--- config.mk ---
export PLATFORM = sky130hd
export DESIGN_NAME = sensor_range_filter_moving_average
export DESIGN_NICKNAME = d
export VERILOG_FILES = /design/src/rtl/core/srfma_pkg.sv /design/src/rtl/core/srfma_window.sv /design/src/rtl/core/srfma_calib.sv /design/src/rtl/core/sensor_range_filter_moving_average.sv
export SDC_FILE = /design/constraint.sdc
export NUM_CORES = 1
export LEC_CHECK = 0
export CORE_MARGIN = 1
export CORE_UTILIZATION = 30
export CTS_CLUSTER_DIAMETER = 150
export DETAILED_ROUTE_END_ITERATION = 7
export DONT_BUFFER_PORTS = 1
export MAX_ROUTING_LAYER = met4
export PLACE_DENSITY = 0.45
export SLEW_MARGIN = 20
export SYNTH_ARGS = -nofsm -noshare
export SYNTH_HDL_FRONTEND = slang
export SYNTH_SLANG_ARGS = --single-unit
--- constraint.sdc ---
create_clock -name clk -period 16 [get_ports clk]
set_clock_uncertainty 0.1 [all_clocks]
set_input_delay 4 -clock clk [delete_from_list [all_inputs] [get_ports clk]]
set_output_delay 4 -clock clk [all_outputs]
set_load 0.1 [all_outputs]
--- src/rtl/core/srfma_pkg.sv ---
// shared types and constants for the sensor range filter moving average
// no dependencies
package srfma_pkg;

  localparam int SAMPLE_BITS     = 12;
  localparam int WINDOW          = 8;
  localparam int WIN_BITS        = $clog2(WINDOW);
  localparam int SUM_W           = SAMPLE_BITS + WIN_BITS;
  localparam int IDX_W           = 6;
  localparam int GAIN_W          = 16;
  localparam int OUT_W           = 16;
  localparam int CFG_IDX_W       = 3;
  localparam int CFG_DATA_W      = 16;
  localparam int BATCH_LIMIT_DEF = 64;

  localparam logic [CFG_IDX_W-1:0] REG_MIN_RAW      = 3'd0;
  localparam logic [CFG_IDX_W-1:0] REG_MAX_RAW      = 3'd1;
  localparam logic [CFG_IDX_W-1:0] REG_GAIN_Q16     = 3'd2;
  localparam logic [CFG_IDX_W-1:0] REG_OFFSET_Q8    = 3'd3;
  localparam logic [CFG_IDX_W-1:0] REG_RESULT_LIMIT = 3'd4;

  localparam logic [SAMPLE_BITS-1:0]  MIN_RAW_RST      = 12'd200;
  localparam logic [SAMPLE_BITS-1:0]  MAX_RAW_RST      = 12'd3800;
  localparam logic [GAIN_W-1:0]       GAIN_Q16_RST     = 16'd1600;
  localparam logic signed [OUT_W-1:0] OFFSET_Q8_RST    = -16'sd2560;
  localparam logic [IDX_W-1:0]        RESULT_LIMIT_RST = 6'd57;

  typedef struct packed {
    logic [SAMPLE_BITS-1:0] raw_sample;
    logic                   new_batch;
  } in_t;

  typedef struct packed {
    logic signed [OUT_W-1:0] average;
    logic [IDX_W-1:0]        window_index;
  } out_t;

  typedef struct packed {
    logic [SAMPLE_BITS-1:0]  min_raw;
    logic [SAMPLE_BITS-1:0]  max_raw;
    logic [GAIN_W-1:0]       gain_q16;
    logic signed [OUT_W-1:0] offset_q8;
    logic [IDX_W-1:0]        result_limit;
  } cfg_t;

  typedef struct packed {
    logic             valid;
    logic [SUM_W-1:0] sum;
    logic [IDX_W-1:0] index;
  } stage_t;

endpackage

--- src/rtl/core/srfma_window.sv ---
// range gate, delay line with running sum and batch counters
// depends on srfma_pkg
module srfma_window
  import srfma_pkg::*;
#(
  parameter int BATCH_LIMIT = BATCH_LIMIT_DEF
) (
  input  logic   clk,
  input  logic   rst_n,
  input  logic   accept,
  input  logic   adv,
  input  in_t    in_data,
  input  cfg_t   cfg,
  output stage_t s1
);

  localparam int ACC_W = $clog2(BATCH_LIMIT + 1);

  logic [SAMPLE_BITS-1:0] store_r [WINDOW];
  logic [SUM_W-1:0]       sum_r, sum_eff, sum_nxt;
  logic [ACC_W-1:0]       acc_r, acc_eff, acc_nxt;
  logic [IDX_W-1:0]       emit_r, emit_eff, emit_nxt;
  logic [SAMPLE_BITS-1:0] old_smp;
  logic [WIN_BITS-1:0]    slot;
  logic                   clr, gate_ok, room, take, fire;
  stage_t                 s1_r;

  always_comb begin
    clr      = in_data.new_batch;
    sum_eff  = clr ? '0 : sum_r;
    acc_eff  = clr ? '0 : acc_r;
    emit_eff = clr ? '0 : emit_r;
    slot     = acc_eff[WIN_BITS-1:0];
    old_smp  = clr ? '0 : store_r[slot];
    gate_ok  = (in_data.raw_sample >= cfg.min_raw) && (in_data.raw_sample <= cfg.max_raw);
    room     = acc_eff < ACC_W'(BATCH_LIMIT);
    take     = accept && gate_ok && room;
    sum_nxt  = sum_eff - SUM_W'(old_smp) + SUM_W'(in_data.raw_sample);
    acc_nxt  = acc_eff + 1'b1;
    emit_nxt = emit_eff + 1'b1;
    fire     = take && (acc_nxt >= ACC_W'(WINDOW)) && (emit_eff < cfg.result_limit);
  end

  always_ff @(posedge clk) begin
    if (!rst_n) begin
      for (int i = 0; i < WINDOW; i++) store_r[i] <= '0;
      sum_r  <= '0;
      acc_r  <= '0;
      emit_r <= '0;
    end else if (accept) begin
      for (int i = 0; i < WINDOW; i++) begin
        if (take && (slot == WIN_BITS'(i))) begin
          store_r[i] <= in_data.raw_sample;
        end else if (clr) begin
          store_r[i] <= '0;
        end
      end
      sum_r  <= take ? sum_nxt : sum_eff;
      acc_r  <= take ? acc_nxt : acc_eff;
      emit_r <= fire ? emit_nxt : emit_eff;
    end
  end

  always_ff @(posedge clk) begin
    if (!rst_n) begin
      s1_r.valid <= 1'b0;
    end else if (adv) begin
      s1_r.valid <= fire;
    end
    if (adv) begin
      s1_r.sum   <= sum_nxt;
      s1_r.index <= emit_eff;
    end
  end

  assign s1 = s1_r;

endmodule

--- src/rtl/core/srfma_calib.sv ---
// calibration: gain multiply, rounding, offset and saturation, two stages
// depends on srfma_pkg
module srfma_calib
  import srfma_pkg::*;
(
  input  logic                    clk,
  input  logic                    rst_n,
  input  logic                    adv,
  input  stage_t                  s1,
  input  logic [GAIN_W-1:0]       gain_q16,
  input  logic signed [OUT_W-1:0] offset_q8,
  output logic                    out_valid,
  output out_t                    out_data
);

  localparam int PROD_W    = SUM_W + GAIN_W;
  localparam int DIV_SHIFT = 8 + WIN_BITS;
  localparam int Q_W       = PROD_W + 1 - DIV_SHIFT;
  localparam int V_W       = Q_W + 2;
  localparam logic [PROD_W:0] RND_HALF = (PROD_W + 1)'(1) << (DIV_SHIFT - 1);
  localparam logic signed [V_W-1:0] SAT_HI = V_W'((2 ** (OUT_W - 1)) - 1);
  localparam logic signed [V_W-1:0] SAT_LO = -V_W'(2 ** (OUT_W - 1));

  logic                    v2_r;
  logic [PROD_W-1:0]       prod_r;
  logic [IDX_W-1:0]        idx2_r;
  logic [PROD_W:0]         rnd;
  logic [Q_W-1:0]          q;
  logic signed [V_W-1:0]   v;
  logic signed [OUT_W-1:0] sat;
  logic                    out_valid_r;
  out_t                    out_data_r;

  always_comb begin
    rnd = {1'b0, prod_r} + RND_HALF;
    q   = rnd[PROD_W:DIV_SHIFT];
    v   = signed'(V_W'(q)) + V_W'(offset_q8);
    if (v > SAT_HI) begin
      sat = SAT_HI[OUT_W-1:0];
    end else if (v < SAT_LO) begin
      sat = SAT_LO[OUT_W-1:0];
    end else begin
      sat = v[OUT_W-1:0];
    end
  end

  always_ff @(posedge clk) begin
    if (!rst_n) begin
      v2_r        <= 1'b0;
      out_valid_r <= 1'b0;
    end else if (adv) begin
      v2_r        <= s1.valid;
      out_valid_r <= v2_r;
    end
  end

  always_ff @(posedge clk) begin
    if (adv) begin
      prod_r                  <= PROD_W'(s1.sum) * PROD_W'(gain_q16);
      idx2_r                  <= s1.index;
      out_data_r.average      <= sat;
      out_data_r.window_index <= idx2_r;
    end
  end

  assign out_valid = out_valid_r;
  assign out_data  = out_data_r;

endmodule

--- src/rtl/core/sensor_range_filter_moving_average.sv ---
// top level: range-gated moving average with linear calibration
// depends on srfma_pkg, srfma_window, srfma_calib
//
//  channel | ports                        | moves
//  in      | in_valid in_ready in_data    | raw sample request, new batch flag
//  out     | out_valid out_ready out_data | calibrated window mean and index
//  cfg     | cfg_we cfg_index cfg_wdata   | register write, no wait
//
// one request per cycle while no result waits at out_data; results are registered
// after the window update, the gain multiply and the round/saturate stages
// the whole pipeline holds while a result waits at out_data
// synchronous active-low reset restores register defaults and clears the window
module sensor_range_filter_moving_average
  import srfma_pkg::*;
#(
  parameter int BATCH_LIMIT = BATCH_LIMIT_DEF
) (
  input  logic                  clk,
  input  logic                  rst_n,
  input  logic                  in_valid,
  output logic                  in_ready,
  input  in_t                   in_data,
  output logic                  out_valid,
  input  logic                  out_ready,
  output out_t                  out_data,
  input  logic                  cfg_we,
  input  logic [CFG_IDX_W-1:0]  cfg_index,
  input  logic [CFG_DATA_W-1:0] cfg_wdata
);

  cfg_t   cfg_r;
  stage_t s1;
  logic   adv, accept;

  assign adv      = !out_valid || out_ready;
  assign in_ready = adv;
  assign accept   = in_valid && in_ready;

  always_ff @(posedge clk) begin
    if (!rst_n) begin
      cfg_r.min_raw      <= MIN_RAW_RST;
      cfg_r.max_raw      <= MAX_RAW_RST;
      cfg_r.gain_q16     <= GAIN_Q16_RST;
      cfg_r.offset_q8    <= OFFSET_Q8_RST;
      cfg_r.result_limit <= RESULT_LIMIT_RST;
    end else if (cfg_we) begin
      unique case (cfg_index)
        REG_MIN_RAW:      cfg_r.min_raw      <= cfg_wdata[SAMPLE_BITS-1:0];
        REG_MAX_RAW:      cfg_r.max_raw      <= cfg_wdata[SAMPLE_BITS-1:0];
        REG_GAIN_Q16:     cfg_r.gain_q16     <= cfg_wdata[GAIN_W-1:0];
        REG_OFFSET_Q8:    cfg_r.offset_q8    <= signed'(cfg_wdata[OUT_W-1:0]);
        REG_RESULT_LIMIT: cfg_r.result_limit <= cfg_wdata[IDX_W-1:0];
        default: ;
      endcase
    end
  end

  srfma_window #(
    .BATCH_LIMIT(BATCH_LIMIT)
  ) u_window (
    .clk     (clk),
    .rst_n   (rst_n),
    .accept  (accept),
    .adv     (adv),
    .in_data (in_data),
    .cfg     (cfg_r),
    .s1      (s1)
  );

  srfma_calib u_calib (
    .clk       (clk),
    .rst_n     (rst_n),
    .adv       (adv),
    .s1        (s1),
    .gain_q16  (cfg_r.gain_q16),
    .offset_q8 (cfg_r.offset_q8),
    .out_valid (out_valid),
    .out_data  (out_data)
  );

endmodule

Yosys cells after proc, flatten, opt, wreduce, memory -nomap -nowiden. Memory sizes are Yosys's and may differ from the RTL's. Index checks and enable logic that the tools add are counted.

Equal/unequal tests: 11. Mux-type cells: 90. Bitwise logic cells: 16. Reduce and logical (&&, ||, !) cells: 23. Add/subtract/negate cells: 6. $lt $le $gt $ge: 7. $mul: 1. Shift operators: 0. Div/mod/pow operators: 0.

Operators with widths (count): two-way mux 12 bit (17); two-way mux 1 bit (66); adder 31 x 11 -> 32 bit (second input constant) (1); multiplier 15 x 16 -> 31 bit (1); two-way mux 15 bit (2); adder 22 x 16 -> 23 bit (1); > comparator 23 x 16 -> 1 bit (second input constant) (1); < comparator 23 x 16 -> 1 bit (second input constant) (1); two-way mux 16 bit (1); bitwise OR 1 bit (16); adder 15 x 12 -> 15 bit (1); equality test 3 bit (second input constant) (5); subtractor 15 x 12 -> 15 bit (1); logical AND 1 bit (14); two-way mux 7 bit (2); equality test 3 x 2 -> 1 bit (second input constant) (4); >= comparator 12 bit (1); <= comparator 12 bit (1); two-way mux 6 bit (2); AND reduction 2 bit (5); adder 7 x 1 -> 7 bit (second input constant) (1); >= comparator 7 x 4 -> 1 bit (second input constant) (1); < comparator 7 bit (second input constant) (1); adder 6 x 1 -> 6 bit (second input constant) (1); other kinds (5) (7).

Output and inout bits: 24. Word-level logic and storage cells: 172. Bits in registers: 173. Latch bits: 0. Input port bits: 37. Bits in read-only memories: 0. Memories kept: 1. Bits in writable memories: 96.

Memories: u_window.store_r (depth 8, width 12, rd ports 1, clocked after memory_dff 0, write ports 8, line srfma_window.sv:19) `logic [SAMPLE_BITS-1:0] store_r [WINDOW];`.

Depth between registers and ports, before layout.
Depth after elaboration: 12. Mapped depth: 24. Mapped depth without buffers: 23.

Cells and area by module. From an unflattened synthesis, not the netlist that was laid out.

Cells, all modules: 2150. Area total of the unflattened synthesis: 21431.8 um2.

Modules (own cells, without submodules): srfma_calib (sequential area each 1511.4 um2, area an instance 10662.7 um2, cells each 1133, times used 1); srfma_window (sequential area each 4093.9 um2, area an instance 8286.7 um2, cells each 774, times used 1); sensor_range_filter_moving_average (sequential area each 1241.2 um2, area an instance 2482.4 um2, cells each 243, times used 1).

Least setup slack after synthesis. Ideal clock, no wire load.

Kind: in2out. Start point: input port out_ready. End point: output port in_ready. Cell stages on the path: 2. Buffers on the path: 0. Slack: 5860 ps. Data required time: 11900 ps. Data arrival time: 6040 ps. Cells stage by stage: nor2b_1 inv_1.

Cells in the longest elaborated chain, start to end: 1.

RTL lines: start: declaration (line sensor_range_filter_moving_average.sv:24) `input logic out_ready,`; logical OR 1 bit (line sensor_range_filter_moving_average.sv:35) `assign adv = !out_valid || out_ready;`; end: declaration (line sensor_range_filter_moving_average.sv:21) `output logic in_ready,`.

No other way between the ends.

Worst setup path in the final report. Same ends and word-level chain as after synthesis.

==> results.json <==
{
  "postLayoutSetupSlackWorst_ps": 7160,
  "path_class": "input port to primary output",
  "nets": 2436,
  "max_freq_mhz": 113,
  "fillers": 7080,
  "post_cts_resized": 0,
  "drt_iter0_markers": 746,
  "htree_num_levels": 1,
  "maxCapViolCount": 0,
  "design.die.area_um2": 70600,
  "grt_max_degree": 74,
  "hp-class": "flip-flop to flip-flop",
  "status": "complete, no violations",
  "synth_area_leaders": "edfxtp_1 24%, fa_1 18%, ha_1 10%, dfxtp_1 8.9%, and2_1 6.2%",
  "synthCells": 2081,
  "ant_nets": 0,
  "layout_min_cycle_time_ps": 8840,
  "wl_per_cell_um": 18.8,
  "pre_cts_ws_ps": 7180,
  "rsz0062_at_grt": "no",
  "powerDensity_nw_per_um2": 204,
  "yosys_warnings": 0,
  "vias": 14300,
  "gp_congestion": 0.813,
  "cp_max_fo": 4,
  "ys_seq_area_share_pct": 32.8,
  "endpoint_kind": "primary output",
  "fin_setup_tns_ps": 0,
  "grt_pass1_wl_um": 88400,
  "worstPathCellList": "nor2b_1 > inv_4",
  "critPathLaunchType": "input port",
  "syn_nets": 2476,
  "crit_required_ps": 11900,
  "synth.ff_latch_count": 259,
  "clk_latency_ps": 580,
  "max-slew-margin-rel_pct": 26.5,
  "die_w_um": 266,
  "die_h_um": 266,
  "synth_edf_count": 166,
  "yosys.area.top_type_share_pct": 23.9,
  "vias_per_cell": 4.76,
  "clkTransAtPathRegs_ps": 50,
  "area_delta_synth_final_pct": 9.34,
  "hold_buffers": 0,
  "cts_root_buf": "clkbuf_16",
  "n_antenna_cell": 0,
  "avgSynthCellArea_um2": 10.0,
  "drt_pass1_iterations": 5,
  "slew_viol_final": 0,
  "hold_violations": 0,
  "synth_area_um2": 20900,
  "synthTopCellsByCount": "285 x inv_1, 276 x nand2_1, 206 x and2_1, 192 x fa_1",
  "period_share_pct": 55.3,
  "drc_errors": 0,
  "cts_made_buffers": 30,
  "antenna_found_initial": 1,
  "io_pins": 61,
  "hpwl_um": 41600,
  "start_util_pct": 30.4,
  "p_leak_nw": 9.92,
  "ys_types": 72,
  "yosysMostFrequentCell": "inv_1",
  "overflow": 0,
  "cts_tree": "built",
  "slowest_delay_ps": 480,
  "grt_util_all_layers_pct": 16.7,
  "core-area_um2": 68700,
  "irDropWorstVdd_uv": 162,
  "grt_pass1_vias": 15200,
  "port-buffer-count": 0,
  "synth_top_cell_by_area": "edfxtp_1",
  "setup_viol": 0,
  "ys.flop_type": "edfxtp_1",
  "cp_top_family": "simple AND/OR/NAND/NOR gates",
  "finalWirelength_um": 56300,
  "cts.sinks": 259,
  "clock_path_buffers": 3,
  "postCtsSetupBuffers": 0,
  "worst_pin_slew_ps": 1100,
  "slowest_stage": "nor2b_1",
  "crit_buf_inv": 1,
  "cp.arrival_ps": 4740,
  "num_rows": 96,
  "drive_gt1_share_pct": 5.23,
  "async_reset_ff_share_pct": 0
}
[per-stage QoR]
| stage | instance area, um^2 | power [W] | hold WS, ps | util [%] | cells |
|---|---|---|---|---|---|
| global route | 22800 | 0.00509 | 325 | 33.2 | 2996 |
| floorplan | 20900 | 0.00321 | 300 | - | 2081 |
| detailed placement | 21800 | 0.00401 | 305 | 31.7 | 2940 |
| global placement | 21800 | 0.00399 | 302 | 31.7 | 2940 |
| finish | 22800 | 0.00466 | 318 | 33.2 | 2996 |
| CTS | 22800 | 0.00475 | 318 | 33.2 | 2996 |
[state kept, by name, indices dropped and copies added, names as in the netlist]
register and flops:
cfg_r 62, u_window.s1 22, u_calib.idx2_r 6, u_calib.out_data 22
u_calib.out_valid 1, u_window.acc_r 7, u_window.store_r 96, u_window.emit_r 6
u_calib.v2_r 1, u_calib.prod_r 21, u_window.sum_r 15
[metal layers]
| metal | share of wire, % | vias up | track usage, % |
|---|---|---|---|
| met3 | 4.2 | 75 | 2.46 |
| met4 | 2.4 | 0 | 4.12 |
| li1 | - | 6822 | - |
| met2 | 48 | 279 | 27.8 |
| met5 | 0 | - | - |
| met1 | 45 | 7086 | 21.4 |
[logic make-up (layout without fill, tap and decap cells)]
kind of cell             Yosys count  after routing  synth area share, %
flip-flops                       259            259                 32.8
adder cells (fa/ha/maj)          358            358                 28.4
multiplexers                      37             37                 3.22
buffers and inverters            375            359                 6.87
AO/OA/AOI/OAI                    272            272                 8.98
XOR/XNOR                          64             64                 2.69
AND/OR/NAND/NOR                  716            716                 17.0
[final cells by class]
type                            instances  area, um^2  share of cell area (%)
Clock buffer                           47         886                    3.88
Clock inverter                          9         125                   0.549
Sequential cell                       259        6850                    30.0
Tap cell                              931        1160                    5.11
Timing Repair Buffer                   17         128                   0.560
Inverter                              286        1080                    4.72
Multi-Input combinational cell       1447       12600                    55.2
[final timing paths]
check                                      end  depth (start not counted)                      start  slack (ps)
setup / recovery                      in_ready                          2                  out_ready        7160
hold / removal     u_calib.idx2_r[4]$_DFFE_PN_                          0   u_window.s1[4]$_DFFE_PN_         320
setup reg to reg  u_calib.prod_r[30]$_DFFE_PN_                         19  u_window.s1[17]$_DFFE_PN_        8530
hold reg to reg    u_calib.idx2_r[4]$_DFFE_PN_                          0   u_window.s1[4]$_DFFE_PN_         320
[placed cells by master, fill, tap and decap left out, drive strengths merged, types with 47 or more instances in the layout]
cell    count
a21oi      85
and2      207
clkbuf     47
dfxtp      93
edfxtp    166
fa        192
ha        166
inv       286
nand2     276
nor2       76
[power by group]
part           switching (W)  internal (W)
combinational        0.00157       0.00114
sequential          0.000311      0.000930
clock               0.000280      0.000426
Note: power is estimated with default switching activity, not from simulation.
